`src/rtl/pcdm_pkg.sv`:
```
// Shared constants, types and codes for the path crossover merge block.
package pcdm_pkg;

    // Store geometry.
    localparam int MAX_LEN   = 32;
    localparam int NODE_BITS = 16;
    localparam int IDX_W     = $clog2(MAX_LEN);
    localparam int CNT_W     = $clog2(MAX_LEN + 1);

    // Position registers must hold the counts and the 6-bit cut of the second sequence.
    localparam int POS_W     = (CNT_W > 6) ? CNT_W : 6;

    // Transaction kinds.
    localparam logic [1:0] KIND_FIRST  = 2'd0;
    localparam logic [1:0] KIND_SECOND = 2'd1;
    localparam logic [1:0] KIND_MERGE  = 2'd2;

    // Sequencer states.
    typedef enum logic [2:0] {
        S_IDLE,
        S_ERR,
        S_SCAN,
        S_EMIT_A,
        S_SUFFIX
    } t_state;

    // Request from the sequencer to one store.
    typedef struct packed {
        logic                 we;
        logic [IDX_W-1:0]     waddr;
        logic [NODE_BITS-1:0] wdata;
        logic [IDX_W-1:0]     raddr;
    } t_ram_req;

endpackage

```
`src/rtl/pcdm_ram.sv`:
```
// Generic single-write, single-read RAM with a registered read port.
module pcdm_ram #(
    parameter int WIDTH = 16,
    parameter int DEPTH = 32
) (
    input  logic                     i_clk,
    input  logic                     i_we,
    input  logic [$clog2(DEPTH)-1:0] i_waddr,
    input  logic [WIDTH-1:0]         i_wdata,
    input  logic [$clog2(DEPTH)-1:0] i_raddr,
    output logic [WIDTH-1:0]         o_rdata
);

    logic [WIDTH-1:0] r_mem [DEPTH];
    logic [WIDTH-1:0] r_rdata;

    // Write port and registered read port.
    always_ff @(posedge i_clk) begin
        if (i_we) begin
            r_mem[i_waddr] <= i_wdata;
        end
        r_rdata <= r_mem[i_raddr];
    end

    assign o_rdata = r_rdata;

endmodule

```
`src/rtl/pcdm_ctrl.sv`:
```
// Sequencer: loads the stores, walks the compare loop and drives the result register.
module pcdm_ctrl (
    input  logic                          i_clk,
    input  logic                          i_rst_n,
    input  logic                          i_in_valid,
    output logic                          o_in_stall,
    input  logic [1:0]                    i_kind,
    input  logic [15:0]                   i_node,
    input  logic [4:0]                    i_cut_first,
    input  logic [5:0]                    i_cut_second,
    output logic                          o_out_valid,
    input  logic                          i_out_stall,
    output logic [15:0]                   o_node_out,
    output logic                          o_last,
    output logic                          o_error,
    output pcdm_pkg::t_ram_req            o_req_a,
    output pcdm_pkg::t_ram_req            o_req_b,
    input  logic [pcdm_pkg::NODE_BITS-1:0] i_rd_a,
    input  logic [pcdm_pkg::NODE_BITS-1:0] i_rd_b
);
    import pcdm_pkg::*;

    t_state               r_state, n_state;
    logic [CNT_W-1:0]     r_cnt_a, n_cnt_a;
    logic [CNT_W-1:0]     r_cnt_b, n_cnt_b;
    logic [POS_W-1:0]     r_i, n_i;
    logic [POS_W-1:0]     r_j, n_j;
    logic [POS_W-1:0]     r_cut1, n_cut1;
    logic [POS_W-1:0]     r_start2, n_start2;
    logic [POS_W-1:0]     r_cnt2, n_cnt2;
    logic                 r_out_valid, n_out_valid;
    logic [NODE_BITS-1:0] r_out_node, n_out_node;
    logic                 r_out_last, n_out_last;
    logic                 r_out_err, n_out_err;
    logic                 out_free;
    logic                 suffix_empty;
    logic                 prefix_end;
    logic                 suffix_end;

    // Control state register.
    always_ff @(posedge i_clk) begin
        if (!i_rst_n) begin
            r_state     <= S_IDLE;
            r_cnt_a     <= '0;
            r_cnt_b     <= '0;
            r_out_valid <= 1'b0;
        end else begin
            r_state     <= n_state;
            r_cnt_a     <= n_cnt_a;
            r_cnt_b     <= n_cnt_b;
            r_out_valid <= n_out_valid;
        end
    end

    // Positions and result payload.
    always_ff @(posedge i_clk) begin
        r_i        <= n_i;
        r_j        <= n_j;
        r_cut1     <= n_cut1;
        r_start2   <= n_start2;
        r_cnt2     <= n_cnt2;
        r_out_node <= n_out_node;
        r_out_last <= n_out_last;
        r_out_err  <= n_out_err;
    end

    assign out_free     = !r_out_valid || !i_out_stall;
    assign suffix_empty = (r_start2 == r_cnt2);
    assign prefix_end   = (r_i == r_cut1);
    assign suffix_end   = (POS_W'(r_j + 1'b1) == r_cnt2);

    // Next state, store requests and result loading.
    always_comb begin
        n_state     = r_state;
        n_cnt_a     = r_cnt_a;
        n_cnt_b     = r_cnt_b;
        n_i         = r_i;
        n_j         = r_j;
        n_cut1      = r_cut1;
        n_start2    = r_start2;
        n_cnt2      = r_cnt2;
        n_out_valid = r_out_valid && i_out_stall;
        n_out_node  = r_out_node;
        n_out_last  = r_out_last;
        n_out_err   = r_out_err;

        o_req_a       = '0;
        o_req_b       = '0;
        o_req_a.waddr = r_cnt_a[IDX_W-1:0];
        o_req_a.wdata = NODE_BITS'(i_node);
        o_req_b.waddr = r_cnt_b[IDX_W-1:0];
        o_req_b.wdata = NODE_BITS'(i_node);

        unique case (r_state)
            S_IDLE: begin
                if (i_in_valid) begin
                    case (i_kind)
                        KIND_FIRST: begin
                            // Append unless the store is full.
                            if (r_cnt_a != CNT_W'(MAX_LEN)) begin
                                o_req_a.we = 1'b1;
                                n_cnt_a    = CNT_W'(r_cnt_a + 1'b1);
                            end
                        end
                        KIND_SECOND: begin
                            if (r_cnt_b != CNT_W'(MAX_LEN)) begin
                                o_req_b.we = 1'b1;
                                n_cnt_b    = CNT_W'(r_cnt_b + 1'b1);
                            end
                        end
                        KIND_MERGE: begin
                            // Capture the cuts and the second length, then empty both stores.
                            n_cut1   = POS_W'(i_cut_first);
                            n_start2 = POS_W'(i_cut_second);
                            n_cnt2   = POS_W'(r_cnt_b);
                            n_i      = '0;
                            n_j      = POS_W'(i_cut_second);
                            n_cnt_a  = '0;
                            n_cnt_b  = '0;
                            if ((POS_W'(i_cut_first) >= POS_W'(r_cnt_a)) ||
                                (POS_W'(i_cut_second) > POS_W'(r_cnt_b))) begin
                                n_state = S_ERR;
                            end else begin
                                n_state = S_SCAN;
                            end
                        end
                        default: begin
                        end
                    endcase
                end
            end
            S_ERR: begin
                if (out_free) begin
                    n_out_valid = 1'b1;
                    n_out_node  = '0;
                    n_out_last  = 1'b1;
                    n_out_err   = 1'b1;
                    n_state     = S_IDLE;
                end
            end
            S_SCAN: begin
                // One compare of a prefix element against one suffix element per cycle.
                if (r_j == r_cnt2) begin
                    n_state = S_EMIT_A;
                end else if (i_rd_a == i_rd_b) begin
                    n_j = r_start2;
                    if (prefix_end) begin
                        n_state = S_SUFFIX;
                    end else begin
                        n_i = POS_W'(r_i + 1'b1);
                    end
                end else begin
                    n_j = POS_W'(r_j + 1'b1);
                end
            end
            S_EMIT_A: begin
                if (out_free) begin
                    n_out_valid = 1'b1;
                    n_out_node  = i_rd_a;
                    n_out_last  = prefix_end && suffix_empty;
                    n_out_err   = 1'b0;
                    n_j         = r_start2;
                    if (prefix_end) begin
                        n_state = suffix_empty ? S_IDLE : S_SUFFIX;
                    end else begin
                        n_i     = POS_W'(r_i + 1'b1);
                        n_state = S_SCAN;
                    end
                end
            end
            S_SUFFIX: begin
                // Copy the suffix of the second sequence, one element per cycle while the output is not stalled.
                if (out_free) begin
                    n_out_valid = 1'b1;
                    n_out_node  = i_rd_b;
                    n_out_last  = suffix_end;
                    n_out_err   = 1'b0;
                    if (suffix_end) begin
                        n_state = S_IDLE;
                    end else begin
                        n_j = POS_W'(r_j + 1'b1);
                    end
                end
            end
            default: begin
                n_state = S_IDLE;
            end
        endcase

        // Read addresses follow the next positions so data lines up with the registers.
        o_req_a.raddr = n_i[IDX_W-1:0];
        o_req_b.raddr = n_j[IDX_W-1:0];
    end

    assign o_in_stall  = (r_state != S_IDLE);
    assign o_out_valid = r_out_valid;
    assign o_node_out  = 16'(r_out_node);
    assign o_last      = r_out_last;
    assign o_error     = r_out_err;

endmodule

```
`src/rtl/path_crossover_dedup_merge_top.sv`:
```
// Top level of the path crossover merge with duplicate removal.
// Load transactions are accepted back to back.
// A merge compares each prefix element against the suffix in the shared compare loop,
// emits it unless it matched, and then copies each suffix element.
// An invalid cut gives its single error result through the error state.
// Synchronous active-low reset empties both stores and the result register; no clearing pass.
module path_crossover_dedup_merge_top (
    input  logic        i_clk,
    input  logic        i_rst_n,
    input  logic        i_in_valid,
    output logic        o_in_stall,
    input  logic [1:0]  i_kind,
    input  logic [15:0] i_node,
    input  logic [4:0]  i_cut_first,
    input  logic [5:0]  i_cut_second,
    output logic        o_out_valid,
    input  logic        i_out_stall,
    output logic [15:0] o_node_out,
    output logic        o_last,
    output logic        o_error
);
    import pcdm_pkg::*;

    t_ram_req             req_a;
    t_ram_req             req_b;
    logic [NODE_BITS-1:0] rd_a;
    logic [NODE_BITS-1:0] rd_b;

    // Store of the first sequence.
    pcdm_ram #(
        .WIDTH (NODE_BITS),
        .DEPTH (MAX_LEN)
    ) u_ram_a (
        .i_clk   (i_clk),
        .i_we    (req_a.we),
        .i_waddr (req_a.waddr),
        .i_wdata (req_a.wdata),
        .i_raddr (req_a.raddr),
        .o_rdata (rd_a)
    );

    // Store of the second sequence.
    pcdm_ram #(
        .WIDTH (NODE_BITS),
        .DEPTH (MAX_LEN)
    ) u_ram_b (
        .i_clk   (i_clk),
        .i_we    (req_b.we),
        .i_waddr (req_b.waddr),
        .i_wdata (req_b.wdata),
        .i_raddr (req_b.raddr),
        .o_rdata (rd_b)
    );

    // Sequencer and result register.
    pcdm_ctrl u_ctrl (
        .i_clk        (i_clk),
        .i_rst_n      (i_rst_n),
        .i_in_valid   (i_in_valid),
        .o_in_stall   (o_in_stall),
        .i_kind       (i_kind),
        .i_node       (i_node),
        .i_cut_first  (i_cut_first),
        .i_cut_second (i_cut_second),
        .o_out_valid  (o_out_valid),
        .i_out_stall  (i_out_stall),
        .o_node_out   (o_node_out),
        .o_last       (o_last),
        .o_error      (o_error),
        .o_req_a      (req_a),
        .o_req_b      (req_b),
        .i_rd_a       (rd_a),
        .i_rd_b       (rd_b)
    );

    // An error result is always the closing result and carries no node.
    a_err_last: assert property (@(posedge i_clk) disable iff (!i_rst_n)
        (o_out_valid && o_error) |-> (o_last && (o_node_out == 16'd0)))
        else $error("error result without last or with a node");

    // A merge transaction blocks further input on the following cycle.
    a_merge_busy: assert property (@(posedge i_clk) disable iff (!i_rst_n)
        (i_in_valid && !o_in_stall && (i_kind == KIND_MERGE)) |=> o_in_stall)
        else $error("input not stalled after a merge transaction");

    // One load transaction never writes both stores.
    a_one_write: assert property (@(posedge i_clk) disable iff (!i_rst_n)
        !(req_a.we && req_b.we))
        else $error("both stores written in one cycle");

    // Stores are written only while input is being taken.
    a_write_idle: assert property (@(posedge i_clk) disable iff (!i_rst_n)
        (req_a.we || req_b.we) |-> (i_in_valid && !o_in_stall))
        else $error("store written outside a load transaction");

endmodule

```
`config.mk`:
```
export PLATFORM = sky130hd
export DESIGN_NAME = path_crossover_dedup_merge_top
export DESIGN_NICKNAME = d
export VERILOG_FILES = /design/src/rtl/pcdm_pkg.sv /design/src/rtl/pcdm_ram.sv /design/src/rtl/pcdm_ctrl.sv /design/src/rtl/path_crossover_dedup_merge_top.sv
export SDC_FILE = /design/constraint.sdc
export NUM_CORES = 1
export LEC_CHECK = 0
export ABC_CLOCK_PERIOD_IN_PS = 3910
export BUFFER_PORTS_ARGS = -buffer_cell sky130_fd_sc_hd__buf_2
export CAP_MARGIN = 20
export CORE_UTILIZATION = 40
export DETAILED_ROUTE_END_ITERATION = 6
export PLACE_DENSITY = 0.57
export SYNTH_ARGS = -nofsm -noshare
export SYNTH_HDL_FRONTEND = slang
export SYNTH_SLANG_ARGS = --single-unit
```
`constraint.sdc`:
```
create_clock -name i_clk -period 3.91 [get_ports i_clk]
set_clock_uncertainty 0.2 [all_clocks]
set_input_delay 0.391 -clock i_clk [delete_from_list [all_inputs] [get_ports i_clk]]
set_output_delay 0.391 -clock i_clk [all_outputs]
set_load 0.02 [all_outputs]
```
==> impl_metrics.toml, run 1 <==
[detailed_routing]
vias_per_cell = 5.53
drc = 0
num_vias = 26700
first_pass_iters = 5
dr.first_iter.drc_count = 2777
wl_per_cell_um = 25.1
postRouteWirelength_mm = 121
drtAntennaViolNets = 0

[layout]
fin_nets = 3291
drive_gt1_frac = 0.202
areaGrowthSynthToFinish_pct = 19.8
finish.instance_area_mm2 = 0.0537
layout_commonest_cell = "edfxtp_1"
final_cell_mix = "edfxtp_1, mux2i_1, nand2_1, buf_4, a21oi_1"

[grt]
grt_start_max_net_pins = 58
antenna_found_initial = 6
grt_usage = 0.210
first_global_vias = 26400
grt_pass1_wl_mm = 175
overflow = 0

[synthesis]
synth_xor_xnor_area_share = 0.00958
yosys-mux-area-fraction = 0.0978
ys_warn_count = 0
ys_ff_latch = 1119
synth_edf_count = 1061
synth_area_leaders = "edfxtp_1, mux2i_1, nand2_1"
synth_cell_types = 65
ys.flop_type = "edfxtp_1"
yosysTopAreaCellShare = 0.711
synth-simple-area-share = 0.0574
yosysSeqAreaShare = 0.737
async_reset_ff_frac = 0
syn_avg_cell_area_um2 = 15.6
synth_area_leader_cell = "edfxtp_1"
syn-num-nets = 2926
synthesis.area_mm2 = 0.0448
yosys.area_share.adder = 0.00587
synth_compound_area_frac = 0.0709
synth_top_family_by_area = "multiplexers"
synthCells = 2872

[pwr]
p_int_mw = 26.0
p_clk_frac = 0.272
p_switching_mw = 13.2
max-vdd-ir-drop_v = 0.000415
switching_share = 0.338
seqPwrFrac = 0.353
p_leak_nw = 20.0
p_per_area_mw_per_mm2 = 731
pwr-share-comb = 0.375

[clocking]
cts_root_buf = "clkbuf_16"
insertion_delay_ns = 0.70
clk_pin_slew_ns = 0.06
numCtsBuffers = 111
cts_tree = "done"
numClockSinks = 1119
htree_levels = 3
clockBufferDepth = 3

[timing]
hold_viol_final = 0
finalSetupViolCount = 0
tightestPinTransition_ns = 1.05
period_share = 0.984
max-slew-margin-rel = 0.300
worst_slack_ns = 0.0619
period_needed_ns = 3.85
rsz0062_at_grt = "yes"
slew_violations = 0
fmax_ghz = 0.260

[floorplan]
die_h_um = 337
io_pins = 53
die_x_um = 337
core_area_mm2 = 0.111
initial_core_util = 0.404
die_area_mm2 = 0.113
rows = 122

[place]
place.gp.congestion = 0.916
dpl_worst_slack_ns = -0.351
port_buffers = 52
place_area_mm2 = 0.0491
hpwlAfterDp_mm = 77.8

[critical_path]
cpMostUsedCell = "buf_4"
critPathLaunchType = "flip-flop"
crit_fanout = 16
cp.arrival_ns = 4.22
critPathRequiredTime_ns = 4.29
cpMaxStageDelayCell = "or4_4"
end_kind = "flip-flop"
crit_type = "reg2reg"
crit_path_cell_trace = "xor2_1 -> or4_4 -> o21ba_2 -> buf_4 -> o21ai_0 -> a22o_1 -> and2_4 -> buf_12 -> buf_4 -> mux2i_1 -> mux2i_1 -> a32oi_1 -> buf_4 -> nand4_1"
critical-path-max-stage-delay_ns = 0.59

[job]
max-cap-violations = 0

[outcome]
status = "finished, final reports clean"

[min_path]
hp-class = "in2reg"
-- kinds of logic (layout without fill, tap and decap cells) --
kind of cell	count (synthesis)	after routing
DFF	1119	1119
AOI/OAI and AO/OA	479	479
and+or+nand+nor	586	586
muxes	433	433
buffers and inverters	185	643
other	0	3
xor gates and xnor gates	49	49
adders and majority gates	21	21
-- through the flow --
step / cells / hold WS (ns) / TNS [ns] / total power [mW] / utilization
global route: 4818 / 0.0339 / -0.138 / 40.8 / 0.484
floorplan: 2872 / 0.206 / 0 / 22.4 / -
finish: 4821 / 0.0290 / 0 / 39.2 / 0.484
detailed placement: 4578 / 0.246 / -2.63 / 27.8 / 0.443
global placement: 4577 / 0.248 / -2.01 / 27.6 / 0.443
CTS: 4802 / 0.00825 / -0.0179 / 38.7 / 0.479
-- power by group through the flow --
stage	clock, mW	sequential, mW	combinational, mW
after CTS	10.9	13.9	14.0
after global placement	0	14.1	13.5
final	10.7	13.9	14.7
after global routing	11.3	13.9	15.6
after detailed placement	0	14.1	13.7
after floorplan	0	14.0	8.36
-- registers in the layout, indices dropped and copies added (netlist names) --
signal / cells
u_ctrl.o_error: 1
u_ctrl.r_i: 6
u_ctrl.o_node_out: 16
u_ctrl.o_out_valid: 1
u_ctrl.r_cnt_b: 6
u_ctrl.o_last: 1
u_ctrl.r_cnt2: 6
u_ram_b.o_rdata: 16
u_ram_a.o_rdata: 16
u_ctrl.r_cut1: 5
u_ram_a.r_mem: 512
u_ctrl.r_cnt_a: 6
u_ram_b.r_mem: 512
u_ctrl.r_j: 6
u_ctrl.r_start2: 6
u_ctrl.r_state: 3
-- synthesized netlist by cell type, types with 3 or more instances --
library cell / instances
and3_1: 4
dfxtp_1: 58
o22ai_1: 64
nand4_1: 26
buf_4: 4
nor2b_1: 6
a221oi_1: 3
and2_1: 8
inv_1: 22
o21ai_0: 19
nor4_1: 23
nor3_1: 8
buf_1: 5
mux2_2: 19
a211oi_1: 3
a2bb2oi_1: 15
buf_2: 91
a21o_1: 4
xnor2_1: 18
a21oi_1: 178
and4_1: 3
nand2_1: 326
nor2_1: 97
a22o_1: 19
clkbuf_1: 41
mux2i_1: 412
xor2_1: 31
a21boi_0: 3
a31oi_1: 4
a22oi_1: 97
nand2b_1: 6
nand3_1: 64
buf_6: 16
inv_2: 4
and3b_1: 3
edfxtp_1: 1061
ha_1: 21
a32oi_1: 48
-- critical path: cells and delay by family, from the launching register on --
family,cells,cell delay (ns)
AO/OA/AOI/OAI,4,0.82
multiplexers,2,0.34
flip-flops,1,0.42
XOR/XNOR,1,0.18
buffers and inverters,4,0.83
AND/OR/NAND/NOR,3,0.92
-- repair_timing --
item,in CTS,in global routing
setup buffers,2,12
endpoints found under the hold margin,59,0
cloned,0,4
pin swaps,2,16
setup endpoints to repair,26,30
hold buffers,16,0
resized for setup,28,62
-- routing by layer --
layer  GRT usage  share of wire
met2       0.333           0.46
met3      0.0289          0.066
met4      0.0586          0.022
met5           0       0.000058
met1       0.303           0.45
-- cell type report --
type                            instances  area (µm²)
Clock inverter                         69         756
Fill cell                            9442       57200
Inverter                               27         108
Multi-Input combinational cell       1568       11300
Sequential cell                      1119       33000
Tap cell                             1488        1860
Timing Repair Buffer                  410        3710
Clock buffer                          137        2910
Antenna cell                            3        7.51
-- path summary, 6_finish.rpt --
kind / startpoint / end / slack (ns) / cells past startpoint
hold / removal: i_node[13] / u_ram_a.r_mem[28][13]$_DFFE_PP_ / 0.03 / 1
setup reg to reg: u_ctrl.r_cnt2[3]$_DFFE_PP_ / u_ram_b.o_rdata[2]$_DFF_P_ / 0.06 / 14
setup / recovery: u_ctrl.r_cnt2[3]$_DFFE_PP_ / u_ram_b.o_rdata[2]$_DFF_P_ / 0.06 / 14
hold reg to reg: u_ctrl.r_cnt_b[5]$_SDFFE_PN0P_ / u_ctrl.r_cnt2[5]$_DFFE_PP_ / 0.27 / 0
Note: power is estimated with default switching activity, not from simulation.
==> run 2: changes to the inputs <==
==> constraint.sdc (replaced) <==
create_clock -name i_clk -period 3.91 [get_ports i_clk]
set_clock_uncertainty 0.2 [all_clocks]
set_input_delay 0.782 -clock i_clk [delete_from_list [all_inputs] [get_ports i_clk]]
set_output_delay 0.782 -clock i_clk [all_outputs]
set_load 0.02 [all_outputs]
==> impl_metrics.toml, run 2 (synthesized netlist as in run 1, its figures left out) <==
[outcome]
status = "finished, final reports clean"

[grt]
first_global_vias = 25800
grt_usage = 0.212
overflow = 0
grt_start_max_net_pins = 65
antenna_found_initial = 6
grt_pass1_wl_mm = 175

[clocking]
numCtsBuffers = 111
holdBufCountCts = 0
insertion_delay_ns = 0.69
numClockSinks = 1119
cts_tree = "done"
clockBufferDepth = 3
cts_root_buf = "clkbuf_16"
clk_pin_slew_ns = 0.06
htree_levels = 3

[timing]
period_share = 0.991
tns_ns = 0
finalSetupViolCount = 0
fmax_ghz = 0.258
hold_viol_final = 0
period_needed_ns = 3.88
tightestPinTransition_ns = 1.13
slew_violations = 0
max-slew-margin-rel = 0.250
rsz0062_at_grt = "yes"

[layout]
reg_top3 = "u_ram_a.r_mem x512, u_ram_b.r_mem x512"
fin_nets = 3304
drive_gt1_frac = 0.208
antenna_cells = 0
areaGrowthSynthToFinish_pct = 19.8
finish.instance_area_mm2 = 0.0536
final_cell_mix = "edfxtp_1, mux2i_1, nand2_1, buf_4, a21oi_1"
layout_commonest_cell = "edfxtp_1"

[place]
place.gp.congestion = 0.918
place_area_mm2 = 0.0494
hpwlAfterDp_mm = 79.2
port_buffers = 52

[detailed_routing]
postRouteWirelength_mm = 122
wl_met2_mm = 56.0
first_pass_iters = 5
num_vias = 26700
topRoutingLayerUsed = "met5"
drc = 0
wl_met3_mm = 8.55
vias_per_cell = 5.52
dr.first_iter.drc_count = 2633
drtAntennaViolNets = 0
met1Wirelength_mm = 54.6
wl_per_cell_um = 25.2

[critical_path]
cpMaxStageDelayCell = "or4_4"
critPathLaunchType = "flip-flop"
critical-path-max-stage-delay_ns = 0.58
crit_type = "reg2reg"
end_kind = "flip-flop"
cp.arrival_ns = 4.22
critPathRequiredTime_ns = 4.26
crit_path_cell_trace = "xor2_1 -> or4_4 -> o21ba_2 -> buf_4 -> o21ai_0 -> a22o_1 -> and2_4 -> buf_12 -> buf_12 -> mux2i_1 -> buf_4 -> mux2i_1 -> a32oi_2 -> nand4_1"
crit_fanout = 21

[min_path]
hp-class = "in2reg"

[pwr]
p_leak_nw = 20.1
max-vdd-ir-drop_v = 0.000418
p_per_area_mw_per_mm2 = 732

[floorplan]
die_x_um = 337
die_h_um = 337
rows = 122
io_pins = 53
core_area_mm2 = 0.111
initial_core_util = 0.404
die_area_mm2 = 0.113

[job]
max-cap-violations = 0
-- run 2: cell count changes in the layout (fill, tap and decap cells not counted), sizes merged --
cell,previous run,this run
dlygate4sd3,16,0
diode,3,0
clkbuf,141,148
clkinv,48,43
bufinv,12,11
buf,390,420
clkinvlp,6,7
-- run 2: final timing paths --
kind / cells after the start / startpoint / slack, ns / endpoint
worst max-delay path: 14 / u_ctrl.r_cnt2[4]$_DFFE_PP_ / 0.03 / u_ram_b.o_rdata[9]$_DFF_P_
worst min-delay path: 1 / i_cut_first[0] / 0.15 / u_ctrl.r_cut1[0]$_DFFE_PP_
worst max register to register: 14 / u_ctrl.r_cnt2[4]$_DFFE_PP_ / 0.03 / u_ram_b.o_rdata[9]$_DFF_P_
worst min register to register: 0 / u_ctrl.r_cnt_b[5]$_SDFFE_PN0P_ / 0.27 / u_ctrl.r_cnt2[5]$_DFFE_PP_
-- run 2: worst max-delay path: cells and delay by family, from the launching register on --
family          cells  cell delay, ns
compound gates      4            0.80
mux                 2            0.39
xor+xnor            1            0.20
simple gates        3            0.95
buf+inv             4            0.74
flops               1            0.42
-- run 2: layout make-up --
type,instances,area [µm²]
inverter,27,108
multi-input combinational,1568,11200
sequential,1119,33000
tap,1488,1860
clock inverter,64,628
fill,9387,57200
clock buffer,145,3070
timing repair buffer,423,3760
-- run 2: power breakdown --
part	switching (mW)	internal (mW)	total [mW]
combinational	8.28	6.33	14.6
clock	4.44	6.25	10.7
sequential	0.417	13.5	14.0
total	13.1	26.1	39.3
-- run 2: repair_timing --
action,in CTS,in global routing
setup buffers,2,7
resized for setup,22,57
setup endpoints to repair,18,32
gates cloned,0,4
pin swaps,1,10
-- run 2: layer usage --
metal,vias up,GRT usage
li1,11900,-
met1,13600,0.308
met2,977,0.331
met3,159,0.0315
met4,2,0.0589
met5,-,0
-- run 2: per-stage QoR --
stage	total power [mW]	setup slack [ns]	hold slack (ns)	utilization	instances
final	39.3	0.0342	0.148	0.484	4834
after floorplan	22.4	0.197	0.206	-	2872
after CTS	38.8	0.00286	0.107	0.480	4823
after detailed placement	27.9	-0.360	0.241	0.446	4612
after global placement	27.8	-0.407	0.246	0.445	4611
after global routing	40.8	-0.0617	0.138	0.484	4834
